`config.mk`:
```
export PLATFORM = sky130hd
export DESIGN_NAME = aiger_and_delta_decoder_core_flat
export DESIGN_NICKNAME = d
export VERILOG_FILES = /design/src/design/aadd_pkg.sv /design/src/design/aadd_if.sv /design/src/design/aadd_cfg_regs.sv /design/src/design/aadd_decode.sv /design/src/design/aiger_and_delta_decoder_core.sv /design/src/flat_wrapper.sv
export SDC_FILE = /design/constraint.sdc
export NUM_CORES = 1
export LEC_CHECK = 0
export BUFFER_PORTS_ARGS = -buffer_cell sky130_fd_sc_hd__clkbuf_2
export CAP_MARGIN = 20
export CORE_MARGIN = 10
export CORE_UTILIZATION = 45
export CTS_CLUSTER_SIZE = 30
export DETAILED_ROUTE_END_ITERATION = 8
export SLEW_MARGIN = 20
export SYNTH_ARGS = -nofsm -noshare
export SYNTH_HDL_FRONTEND = slang
export SYNTH_SLANG_ARGS = --single-unit
```
`constraint.sdc`:
```
create_clock -name clk -period 19.75 [get_ports clk]
set_input_delay 2.9625 -clock clk [delete_from_list [all_inputs] [get_ports clk]]
set_output_delay 2.9625 -clock clk [all_outputs]
set_load 0.005 [all_outputs]
```
`src/design/aadd_pkg.sv`:
```
// Shared types and constants of the AIGER AND-section delta decoder.
package aadd_pkg;

	localparam int CFG_W      = 31;
	localparam int DATA_W     = 8;
	localparam int OUT_W      = 32;
	localparam int STATUS_W   = 2;
	localparam int LHS_W      = 33;  // running literal, 2*(I+L+1) needs 33 bits
	localparam int ACC_W      = 35;  // five 7-bit groups
	localparam int POS_W      = 3;
	localparam int GRP_BITS   = 7;
	localparam int MAX_GROUPS = 5;
	localparam int ADDR_W     = 4;
	localparam int APB_W      = 32;
	localparam int REG_IDX_W  = 2;

	localparam logic [STATUS_W-1:0] ST_OK        = 2'd0;
	localparam logic [STATUS_W-1:0] ST_OVERFLOW  = 2'd1;
	localparam logic [STATUS_W-1:0] ST_UNDERFLOW = 2'd2;
	localparam logic [STATUS_W-1:0] ST_INDEX     = 2'd3;

	localparam logic [REG_IDX_W-1:0] REG_MAX_IDX = 2'd0;
	localparam logic [REG_IDX_W-1:0] REG_INPUTS  = 2'd1;
	localparam logic [REG_IDX_W-1:0] REG_LATCHES = 2'd2;
	localparam logic [REG_IDX_W-1:0] REG_GATES   = 2'd3;

	typedef struct packed {
		logic [CFG_W-1:0] max_idx;
		logic [CFG_W-1:0] gate_count;
		logic [LHS_W-1:0] base_lhs;
	} cfg_t;

	typedef struct packed {
		logic [OUT_W-1:0]    lhs;
		logic [OUT_W-1:0]    rhs_first;
		logic [OUT_W-1:0]    rhs_second;
		logic [STATUS_W-1:0] status;
		logic                last;
	} gate_t;

endpackage

```
`src/design/aadd_if.sv`:
```
// Stream interfaces: raw bytes in, decoded gates out.
interface aadd_byte_if;
	logic                       valid;
	logic                       ready;
	logic [aadd_pkg::DATA_W-1:0] data_byte;

	modport source (output valid, output data_byte, input ready);
	modport sink (input valid, input data_byte, output ready);
endinterface

interface aadd_gate_if;
	logic                         valid;
	logic                         ready;
	logic [aadd_pkg::OUT_W-1:0]    gate_lhs;
	logic [aadd_pkg::OUT_W-1:0]    gate_rhs_first;
	logic [aadd_pkg::OUT_W-1:0]    gate_rhs_second;
	logic [aadd_pkg::STATUS_W-1:0] status;
	logic                         last;

	modport source (output valid, output gate_lhs, output gate_rhs_first,
		output gate_rhs_second, output status, output last, input ready);
	modport sink (input valid, input gate_lhs, input gate_rhs_first,
		input gate_rhs_second, input status, input last, output ready);
endinterface

```
`src/design/aadd_cfg_regs.sv`:
```
// APB register file: header counts and the precomputed first literal.
module aadd_cfg_regs (
	input  logic                        clk,
	input  logic                        arst_n,
	input  logic                        psel,
	input  logic                        penable,
	input  logic                        pwrite,
	input  logic [aadd_pkg::ADDR_W-1:0] paddr,
	input  logic [aadd_pkg::APB_W-1:0]  pwdata,
	output logic [aadd_pkg::APB_W-1:0]  prdata,
	output logic                        pready,
	output aadd_pkg::cfg_t              cfg
);
	import aadd_pkg::*;

	logic [CFG_W-1:0]     max_idx_q, inputs_q, latches_q, gates_q;
	logic [LHS_W-1:0]     base_q;
	logic                 wr;
	logic [REG_IDX_W-1:0] idx;
	logic [CFG_W-1:0]     inputs_nx, latches_nx;
	logic [OUT_W-1:0]     node_sum;

	assign pready = 1'b1;
	assign wr     = psel & penable & pwrite;
	assign idx    = paddr[ADDR_W-1:2];

	// I+L+1 fits 32 bits; the first literal is twice that
	always_comb begin
		inputs_nx  = (wr && idx == REG_INPUTS) ? pwdata[CFG_W-1:0] : inputs_q;
		latches_nx = (wr && idx == REG_LATCHES) ? pwdata[CFG_W-1:0] : latches_q;
		node_sum   = OUT_W'(inputs_nx) + OUT_W'(latches_nx) + OUT_W'(1);
	end

	always_ff @(posedge clk or negedge arst_n) begin
		if (!arst_n) begin
			max_idx_q <= '0;
			inputs_q  <= '0;
			latches_q <= '0;
			gates_q   <= '0;
			base_q    <= LHS_W'(2);
		end else if (wr) begin
			unique case (idx)
				REG_MAX_IDX: max_idx_q <= pwdata[CFG_W-1:0];
				REG_INPUTS: begin
					inputs_q <= pwdata[CFG_W-1:0];
					base_q   <= {node_sum, 1'b0};
				end
				REG_LATCHES: begin
					latches_q <= pwdata[CFG_W-1:0];
					base_q    <= {node_sum, 1'b0};
				end
				REG_GATES: gates_q <= pwdata[CFG_W-1:0];
				default: ;
			endcase
		end
	end

	always_comb begin
		unique case (idx)
			REG_MAX_IDX: prdata = APB_W'(max_idx_q);
			REG_INPUTS:  prdata = APB_W'(inputs_q);
			REG_LATCHES: prdata = APB_W'(latches_q);
			REG_GATES:   prdata = APB_W'(gates_q);
			default:     prdata = '0;
		endcase
	end

	assign cfg.max_idx    = max_idx_q;
	assign cfg.gate_count = gates_q;
	assign cfg.base_lhs   = base_q;

endmodule

```
`src/design/aadd_decode.sv`:
```
// Byte register, LEB128 delta decoding with checks, and gate result register.
module aadd_decode #(
	parameter int LITERAL_BITS = 32
) (
	input  logic           clk,
	input  logic           arst_n,
	input  aadd_pkg::cfg_t cfg,
	aadd_byte_if.sink      byte_in,
	aadd_gate_if.source    gate_out
);
	import aadd_pkg::*;

	// input stage
	logic              vld_s1;
	logic [DATA_W-1:0] byte_s1;

	// decoder state
	logic [LHS_W-1:0]        lhs_q, r0_q;
	logic [LITERAL_BITS-1:0] acc_q;
	logic [POS_W-1:0]        pos_q;
	logic                    phase_q, uf0_q, stop_q;
	logic [CFG_W-1:0]        done_q;

	// result stage
	logic  out_vld_q;
	gate_t res_q;

	logic adv, live, act;
	logic [GRP_BITS-1:0]     payload;
	logic [ACC_W-1:0]        grp, acc_sum;
	logic                    ovf, first;
	logic [LHS_W-1:0]        lhs_cur, val_ext, r0_new, r1;
	logic                    uf1, idx_bad;
	logic [CFG_W-1:0]        done_inc;

	logic [LHS_W-1:0]        lhs_d, r0_d;
	logic [LITERAL_BITS-1:0] acc_d;
	logic [POS_W-1:0]        pos_d;
	logic                    phase_d, uf0_d, stop_d, emit;
	logic [CFG_W-1:0]        done_d;
	gate_t                   res_d;

	assign adv           = !out_vld_q || gate_out.ready;
	assign byte_in.ready = !vld_s1 || adv;
	assign live          = !stop_q && (done_q < cfg.gate_count);
	assign act           = vld_s1 && adv && live;

	assign payload = byte_s1[GRP_BITS-1:0];
	assign first   = (done_q == '0) && (pos_q == '0) && !phase_q;
	assign lhs_cur = first ? cfg.base_lhs : lhs_q;

	// earlier groups sit below the new one, so the sum is an OR
	always_comb begin
		unique case (pos_q)
			3'd0:    grp = ACC_W'(payload);
			3'd1:    grp = ACC_W'(payload) << GRP_BITS;
			3'd2:    grp = ACC_W'(payload) << (2 * GRP_BITS);
			3'd3:    grp = ACC_W'(payload) << (3 * GRP_BITS);
			3'd4:    grp = ACC_W'(payload) << (4 * GRP_BITS);
			default: grp = '0;
		endcase
	end

	assign acc_sum = ACC_W'(acc_q) | grp;
	assign ovf     = (pos_q >= POS_W'(MAX_GROUPS) && payload != '0)
		|| (acc_sum[ACC_W-1:LITERAL_BITS] != '0);
	assign val_ext = LHS_W'(acc_sum[LITERAL_BITS-1:0]);

	assign r0_new   = lhs_cur - val_ext;
	assign r1       = r0_q - val_ext;
	assign uf1      = uf0_q || (val_ext > r0_q);
	assign idx_bad  = (lhs_q[LHS_W-1:1] > (LHS_W-1)'(cfg.max_idx))
		|| (lhs_q[LHS_W-1:LITERAL_BITS] != '0);
	assign done_inc = done_q + CFG_W'(1);

	always_comb begin
		lhs_d   = lhs_q;
		r0_d    = r0_q;
		acc_d   = acc_q;
		pos_d   = pos_q;
		phase_d = phase_q;
		uf0_d   = uf0_q;
		stop_d  = stop_q;
		done_d  = done_q;
		emit    = 1'b0;
		res_d   = '{lhs: '0, rhs_first: '0, rhs_second: '0, status: ST_OK, last: 1'b1};
		if (act) begin
			if (first)
				lhs_d = cfg.base_lhs;
			if (ovf) begin
				emit         = 1'b1;
				stop_d       = 1'b1;
				res_d.status = ST_OVERFLOW;
			end else if (byte_s1[DATA_W-1]) begin
				acc_d = acc_sum[LITERAL_BITS-1:0];
				if (pos_q != '1)
					pos_d = pos_q + POS_W'(1);
			end else begin
				acc_d = '0;
				pos_d = '0;
				if (!phase_q) begin
					// first delta done: subtract it now, check the second later
					phase_d = 1'b1;
					r0_d    = r0_new;
					uf0_d   = val_ext > lhs_cur;
				end else begin
					phase_d = 1'b0;
					emit    = 1'b1;
					if (uf1) begin
						stop_d       = 1'b1;
						res_d.status = ST_UNDERFLOW;
					end else if (idx_bad) begin
						stop_d       = 1'b1;
						res_d.status = ST_INDEX;
					end else begin
						done_d           = done_inc;
						lhs_d            = lhs_q + LHS_W'(2);
						res_d.lhs        = lhs_q[OUT_W-1:0];
						res_d.rhs_first  = r0_q[OUT_W-1:0];
						res_d.rhs_second = r1[OUT_W-1:0];
						res_d.last       = done_inc >= cfg.gate_count;
						stop_d           = res_d.last;
					end
				end
			end
		end
	end

	always_ff @(posedge clk or negedge arst_n) begin
		if (!arst_n) begin
			vld_s1    <= 1'b0;
			out_vld_q <= 1'b0;
			lhs_q     <= LHS_W'(2);
			r0_q      <= '0;
			acc_q     <= '0;
			pos_q     <= '0;
			phase_q   <= 1'b0;
			uf0_q     <= 1'b0;
			stop_q    <= 1'b0;
			done_q    <= '0;
		end else begin
			if (byte_in.ready)
				vld_s1 <= byte_in.valid;
			if (adv)
				out_vld_q <= emit;
			lhs_q   <= lhs_d;
			r0_q    <= r0_d;
			acc_q   <= acc_d;
			pos_q   <= pos_d;
			phase_q <= phase_d;
			uf0_q   <= uf0_d;
			stop_q  <= stop_d;
			done_q  <= done_d;
		end
	end

	always_ff @(posedge clk) begin
		if (byte_in.ready && byte_in.valid)
			byte_s1 <= byte_in.data_byte;
		if (emit)
			res_q <= res_d;
	end

	assign gate_out.valid           = out_vld_q;
	assign gate_out.gate_lhs        = res_q.lhs;
	assign gate_out.gate_rhs_first  = res_q.rhs_first;
	assign gate_out.gate_rhs_second = res_q.rhs_second;
	assign gate_out.status          = res_q.status;
	assign gate_out.last            = res_q.last;

	a_stop_sticky: assert property (@(posedge clk) disable iff (!arst_n)
		stop_q |=> stop_q)
		else $error("stop flag cleared");

	a_err_last: assert property (@(posedge clk) disable iff (!arst_n)
		out_vld_q && res_q.status != ST_OK |-> res_q.last && res_q.lhs == '0)
		else $error("error result not final or not zeroed");

	a_last_stops: assert property (@(posedge clk) disable iff (!arst_n)
		out_vld_q && res_q.last |-> stop_q)
		else $error("final result without stop");

	a_lhs_even: assert property (@(posedge clk) disable iff (!arst_n)
		out_vld_q && res_q.status == ST_OK |-> !res_q.lhs[0])
		else $error("odd gate literal");

	a_acc_clear: assert property (@(posedge clk) disable iff (!arst_n)
		pos_q == '0 |-> acc_q == '0)
		else $error("accumulator not clear at number start");

endmodule

```
`src/design/aiger_and_delta_decoder_core.sv`:
```
// Top level of the binary AIGER AND-section delta decoder.
// Usage: write max_variable_index, input_count, latch_count and gate_count
// over APB (byte addresses 0, 4, 8, 12) while no bytes are in flight, then
// stream the AND-section bytes on byte_in. Each pair of LEB128 numbers
// yields one gate request on gate_out: lhs, rhs_first, rhs_second, status
// and last. Status flags number overflow, delta underflow or an index above
// the maximum; an error result carries zero literals, sets last and stops
// the block. After gate_count gates, or after an error, bytes are taken and
// dropped.
// Throughput: one byte per cycle while gate_out does not stall; the decode is
// one registered pass from a byte register to the result register: a closing
// byte is accepted into the byte register, then its result is registered.
// When gate_out stalls, the result register holds and one more byte waits
// in the byte register; byte_in.ready drops only while both are full.
// Reset clears the valid flags and puts the decoder state in its start state;
// the byte and result data registers are not reset; no clearing pass is needed.
module aiger_and_delta_decoder_core #(
	parameter int LITERAL_BITS = 32
) (
	input  logic                        clk,
	input  logic                        arst_n,
	input  logic                        psel,
	input  logic                        penable,
	input  logic                        pwrite,
	input  logic [aadd_pkg::ADDR_W-1:0] paddr,
	input  logic [aadd_pkg::APB_W-1:0]  pwdata,
	output logic [aadd_pkg::APB_W-1:0]  prdata,
	output logic                        pready,
	aadd_byte_if.sink                   byte_in,
	aadd_gate_if.source                 gate_out
);
	import aadd_pkg::*;

	cfg_t cfg;

	aadd_cfg_regs u_cfg (
		.clk     (clk),
		.arst_n  (arst_n),
		.psel    (psel),
		.penable (penable),
		.pwrite  (pwrite),
		.paddr   (paddr),
		.pwdata  (pwdata),
		.prdata  (prdata),
		.pready  (pready),
		.cfg     (cfg)
	);

	aadd_decode #(
		.LITERAL_BITS (LITERAL_BITS)
	) u_decode (
		.clk      (clk),
		.arst_n   (arst_n),
		.cfg      (cfg),
		.byte_in  (byte_in),
		.gate_out (gate_out)
	);

endmodule

```
`src/flat_wrapper.sv`:
```
// flat-port wrapper written by rule: the top's interface ports become plain ports
module aiger_and_delta_decoder_core_flat import aadd_pkg::*;
#(
	parameter int LITERAL_BITS = 32
)
  (clk, arst_n, psel, penable, pwrite, paddr, pwdata, prdata, pready, byte_in_valid, byte_in_data_byte, byte_in_ready, gate_out_valid, gate_out_gate_lhs, gate_out_gate_rhs_first, gate_out_gate_rhs_second, gate_out_status, gate_out_last, gate_out_ready);
  aadd_byte_if byte_in_i ();
  aadd_gate_if gate_out_i ();
  input  logic clk;
  input  logic arst_n;
  input  logic psel;
  input  logic penable;
  input  logic pwrite;
  input  logic [aadd_pkg::ADDR_W-1:0] paddr;
  input  logic [aadd_pkg::APB_W-1:0] pwdata;
  output logic [aadd_pkg::APB_W-1:0] prdata;
  output logic pready;
  input wire logic [$bits(byte_in_i.valid)-1:0] byte_in_valid;
  input wire logic [$bits(byte_in_i.data_byte)-1:0] byte_in_data_byte;
  output wire logic [$bits(byte_in_i.ready)-1:0] byte_in_ready;
  output wire logic [$bits(gate_out_i.valid)-1:0] gate_out_valid;
  output wire logic [$bits(gate_out_i.gate_lhs)-1:0] gate_out_gate_lhs;
  output wire logic [$bits(gate_out_i.gate_rhs_first)-1:0] gate_out_gate_rhs_first;
  output wire logic [$bits(gate_out_i.gate_rhs_second)-1:0] gate_out_gate_rhs_second;
  output wire logic [$bits(gate_out_i.status)-1:0] gate_out_status;
  output wire logic [$bits(gate_out_i.last)-1:0] gate_out_last;
  input wire logic [$bits(gate_out_i.ready)-1:0] gate_out_ready;
  assign byte_in_i.valid = byte_in_valid;
  assign byte_in_i.data_byte = byte_in_data_byte;
  assign byte_in_ready = byte_in_i.ready;
  assign gate_out_valid = gate_out_i.valid;
  assign gate_out_gate_lhs = gate_out_i.gate_lhs;
  assign gate_out_gate_rhs_first = gate_out_i.gate_rhs_first;
  assign gate_out_gate_rhs_second = gate_out_i.gate_rhs_second;
  assign gate_out_status = gate_out_i.status;
  assign gate_out_last = gate_out_i.last;
  assign gate_out_i.ready = gate_out_ready;
  aiger_and_delta_decoder_core #(.LITERAL_BITS(LITERAL_BITS)) u_core (.clk(clk), .arst_n(arst_n), .psel(psel), .penable(penable), .pwrite(pwrite), .paddr(paddr), .pwdata(pwdata), .prdata(prdata), .pready(pready), .byte_in(byte_in_i), .gate_out(gate_out_i));
endmodule
```
==> run summary <==
The weighted congestion reported at the end of routability-driven placement came out at 0.917. The worst slew slack as a fraction of its limit is 26.1%. The antenna violation net count after detailed routing is 0. The sum of routed wire length over all layers came out at 70800 um. The pin count of the biggest net entering global routing is 97.

The synthesized netlist devotes approximately 12% of its cell area to simple gates. The die extent in y is 258 um. For this run the aggregate overflow at the end of global routing stands at 0. The global routing usage summed across all routing layers came out at 20.9%. The number of global-route vias before repair was 19.7k. The post-synth design cell area is approximately 26000 um2. The adder-cell share of the synthesized area came out at 11.7%. The clock-pin slew on the worst setup and hold paths is around 0.060 ns. The pre-antenna-repair detailed-routing pass consisted of 5 iterations. The top flip-flop cell by instance count after synthesis is sky130_fd_sc_hd__dfrtp_1. The number of buffers created by CTS came out at 47. For this run, the register share of the synthesized area comes to between 40 and 50%. At the worst endpoint, the required time is between 20 and 25 ns. The highest clock frequency the design can meet is roughly 130 MHz. The setup skew after layout came out at approximately 0.025 ns.

Summed over all failing endpoints, the final setup total negative slack is 0 ns. The multiplexer fraction of the synthesized cell area is under 10%. The buffering stage count on the worst path with inverters included came out at 4. After synthesis, the share of flip-flops with an asynchronous set or reset is between 70% and 80%.

The max capacitance violation total is 0. The total vias in the final route came out at 19.6k. The depth of the worst hold-timing path came out at 2. Counting every sink on the clock net gives 400. The final layout contains approximately 3k nets. The post-synthesis compound-gate area fraction is 16.1%. The critical path in this run is classified as primary input to flop. The total of fill cells in the finished design came out at between 5k and 6k. The final critical delay including setup and external delays came out at about 7.7 ns. The HPWL after detailed placement came out at 53300 um. The run finished with clean final reports. The number of pins exceeding their max-slew limit in the final report came out at 0. The top cell type's share of synthesized area is between 20 and 30%. The initial core utilization is 45.4%. The DRC violation total after the first TritonRoute iteration is 1374. The total power after layout is roughly 0.0034 W.

Counting buffers and inverters, the worst setup path is 18 cells deep. The number of levels the H-tree was split into came out at 2. No sink is reached through more buffers than the 3 on the longest clock path. Setup repair after global routing left no endpoint under its margin. The most numerous cell type found on the critical path is sky130_fd_sc_hd__o21ai_0. For the worst setup path, the data arrival time is around 8.1 ns. In this design, the largest share of critical-path delay is due to compound AO/OA/AOI/OAI gates. The final cycle utilization of the critical path is roughly two fifths.

The number of distinct standard cells referenced by the synthesized netlist is 80. The clock latency of the later-clocked register in the worst-skew pair came out at between 0.5 and 0.6 ns. Traced cell by cell, the critical path runs through clkbuf_2 -> inv_1 -> ha_1 -> buf_4 -> nand2_2 -> buf_4 -> mux2_2 -> ha_1 -> nor2b_1 -> o31a_1 -> o31ai_1 -> a211oi_1 -> o41a_1 -> o21ai_0 -> a31o_2 -> o21ai_0 -> a211oi_1 -> o21ai_0.

The total of buffers placed on input and output ports is approximately 180. Of the cells placed in the final design, the portion with a size suffix greater than 1 is roughly 17%. After synthesis, the cell types taking the most area are sky130_fd_sc_hd__dfrtp_1, sky130_fd_sc_hd__edfxtp_1, sky130_fd_sc_hd__ha_1. The worst min-delay path category is flop to flop. The total number of yosys warnings is 0. In this run, synthesis produced a sequential element count of 400.

In the synthesized netlist, the number of instances is 2580. The startpoint identified for the worst hold timing path is u_core.u_cfg.base_q[8]$_DFFE_PN0P_. The slew at the pin with the worst max-slew slack came out at approximately 1.1 ns. The cell leakage power came out at about 13 nW. TritonCTS built the clock tree. IR analysis of the VDD net gives a maximum drop of around 0.058 mV. Dividing the synthesized area by the synthesized cell count gives between 9 and 10 um2. The area added between synthesis and finish is 12.0%.

The number of antenna violations at the first check in global routing is 0. Among all stages on the critical path, the largest delay is contributed by sky130_fd_sc_hd__buf_4. In the synthesized netlist, the cells that appear most often are sky130_fd_sc_hd__dfrtp_1, sky130_fd_sc_hd__ha_1, sky130_fd_sc_hd__nand2_1. The worst setup margin is around 12 ns. The horizontal die dimension came out at 258 um.

The library cell occupying the most area in the post-synthesis netlist is sky130_fd_sc_hd__dfrtp_1. Setup violations remaining at the end of the flow were counted as 0. Tracing the worst setup path back leads to its startpoint at paddr[2]. The cell with the most instances after synthesis is sky130_fd_sc_hd__dfrtp_1. The clock root buffer master is sky130_fd_sc_hd__clkbuf_16. For this run, design rule violations remaining after detail routing come to 0. When the netlist entered floorplanning its net count stood at between 2k and 3k. The first global-routing pass estimated about 110000 um of wire. The number of hold buffers added after CTS was 0. The number of post-CTS setup repair buffers is 0.

The count of cells resized by post-cts repair came out at 0. The final antenna diode count is 0. The number of failing hold endpoints at the final stage came out at 0. The largest stage delay on the critical path came out at ~0.58 ns. STA classifies the critical path startpoint as a primary input. By area, the combinational part of the netlist is dominated by compound AO/OA/AOI/OAI gates. The pre-CTS worst setup slack came out at 11.49 ns.

The number of top-level design ports is between 150 and 200. The worst setup path is captured at a flop. The wire length per cell came out at 20.2 um. Row generation in the floorplan step produced 87 rows. The area of the core came out at 56300 um2.

Power spread over the standard cell area amounts to roughly 120 nW/um2. The detailed-route vias per instance is ~5.6. The maximum fanout encountered on the critical timing path came out at 41. The xor-xnor portion of the synthesized cell area is 4.63%. The die covers between 60000 and 70000 um2. The startpoint identified for the worst register-to-register timing path is u_core.u_decode.pos_q[0]$_DFFE_PN0P_.

The depth of the worst register-to-register path came out at 21. Counting flops with a built-in enable in the synthesized netlist gives approximately 110.
[power by group]
part           switching [W]  internal, W
clock network       0.000357     0.000497
registers           0.000148      0.00104
logic               0.000795     0.000596
total                0.00130      0.00214
[sequential cells by signal (all words and copies together), names as in the netlist]
register                                  flops
u_core.u_cfg.base_q                          32
u_core.u_cfg.gates_q                         31
u_core.u_cfg.inputs_q                        31
u_core.u_cfg.latches_q                       31
u_core.u_cfg.max_idx_q                       31
u_core.u_decode.acc_q                        32
u_core.u_decode.byte_s1                       8
u_core.u_decode.done_q                       31
u_core.u_decode.gate_out.gate_lhs            32
u_core.u_decode.gate_out.gate_rhs_first      32
u_core.u_decode.gate_out.gate_rhs_second     32
u_core.u_decode.gate_out.last                 1
u_core.u_decode.gate_out.status               2
u_core.u_decode.gate_out.valid                1
u_core.u_decode.lhs_q                        33
u_core.u_decode.phase_q                       1
u_core.u_decode.pos_q                         3
u_core.u_decode.r0_q                         33
u_core.u_decode.stop_q                        1
u_core.u_decode.uf0_q                         1
u_core.u_decode.vld_s1                        1
[tightest hold or removal path, stage by stage (launching register included)]
cell	delay, ns
sky130_fd_sc_hd__dfrtp_1	0.34
sky130_fd_sc_hd__nand2_1	0.05
sky130_fd_sc_hd__o31ai_1	0.05
[cells by family (layout without fill, tap and decap cells)]
kind of cell	after synthesis	count (layout)
AND/OR/NAND/NOR	661	661
AO/OA/AOI/OAI	623	623
flip-flops	400	400
buffers and inverters	304	470
adder cells (fa/ha/maj)	236	236
multiplexers	219	219
XOR/XNOR	135	135
other	2	2
[final cells by class]
type	instances	area, um2	share of cell area (%)
Multi-Input combinational cell	1876	13800	48.4
Timing Repair Buffer	196	1040	3.63
Clock buffer	63	1330	4.65
Clock inverter	22	168	0.587
Sequential cell	400	10500	36.9
Tap cell	756	946	3.31
Inverter	189	709	2.48
[per-layer routing]
layer  vias to the layer above  GRT usage, %  wire [um]
li1                       9533             -          -
met1                      9460          28.8      33500
met2                       465          33.3      32000
met3                        97          3.15       3470
met4                         0          6.45       1860
met5                         -             0          0
[worst paths after layout]
kind | slack [ns] | to
min in group asynchronous | 2.37 | u_core.u_decode.gate_out.valid$_DFFE_PN0P_
worst min-delay path | 0.47 | u_core.u_cfg.base_q[8]$_DFFE_PN0P_
max in group asynchronous | 15.85 | u_core.u_cfg.inputs_q[0]$_DFFE_PN0P_
worst max-delay path | 12.08 | u_core.u_cfg.base_q[32]$_DFFE_PN0P_
worst max register to register | 13.51 | u_core.u_decode.r0_q[26]$_DFFE_PN0P_
worst min register to register | 0.47 | u_core.u_cfg.base_q[8]$_DFFE_PN0P_
[cells in the final DEF (no fill, tap or decap), types with 17 or more instances in the layout]
cell	count
sky130_fd_sc_hd__a211oi_1	19
sky130_fd_sc_hd__a21o_1	110
sky130_fd_sc_hd__a21oi_1	154
sky130_fd_sc_hd__a222oi_1	31
sky130_fd_sc_hd__and2_1	34
sky130_fd_sc_hd__and3_1	23
sky130_fd_sc_hd__clkbuf_16	50
sky130_fd_sc_hd__clkbuf_2	178
sky130_fd_sc_hd__dfrtp_1	291
sky130_fd_sc_hd__edfxtp_1	107
sky130_fd_sc_hd__ha_1	231
sky130_fd_sc_hd__inv_1	189
sky130_fd_sc_hd__mux2_2	176
sky130_fd_sc_hd__mux2i_1	42
sky130_fd_sc_hd__nand2_1	198
sky130_fd_sc_hd__nand2b_1	17
sky130_fd_sc_hd__nand3_1	69
sky130_fd_sc_hd__nand4_1	36
sky130_fd_sc_hd__nor2_1	181
sky130_fd_sc_hd__nor2b_1	19
sky130_fd_sc_hd__nor3_1	28
sky130_fd_sc_hd__o21a_1	32
sky130_fd_sc_hd__o21ai_0	118
sky130_fd_sc_hd__o31ai_1	36
sky130_fd_sc_hd__xnor2_1	72
sky130_fd_sc_hd__xor2_1	63
[stage by stage]
stage               cell area, um2  std cells  hold WS, ns  utilization, %
finish                       28600       3502        0.470            50.8
CTS                          28600       3501        0.480            50.8
detailed placement           27100       3416        0.464            48.1
global route                 28600       3502        0.491            50.8
floorplan                    25500       2580        0.443               -
global placement             27100       3416        0.462            48.1
Note: power is estimated with default switching activity, not from simulation.
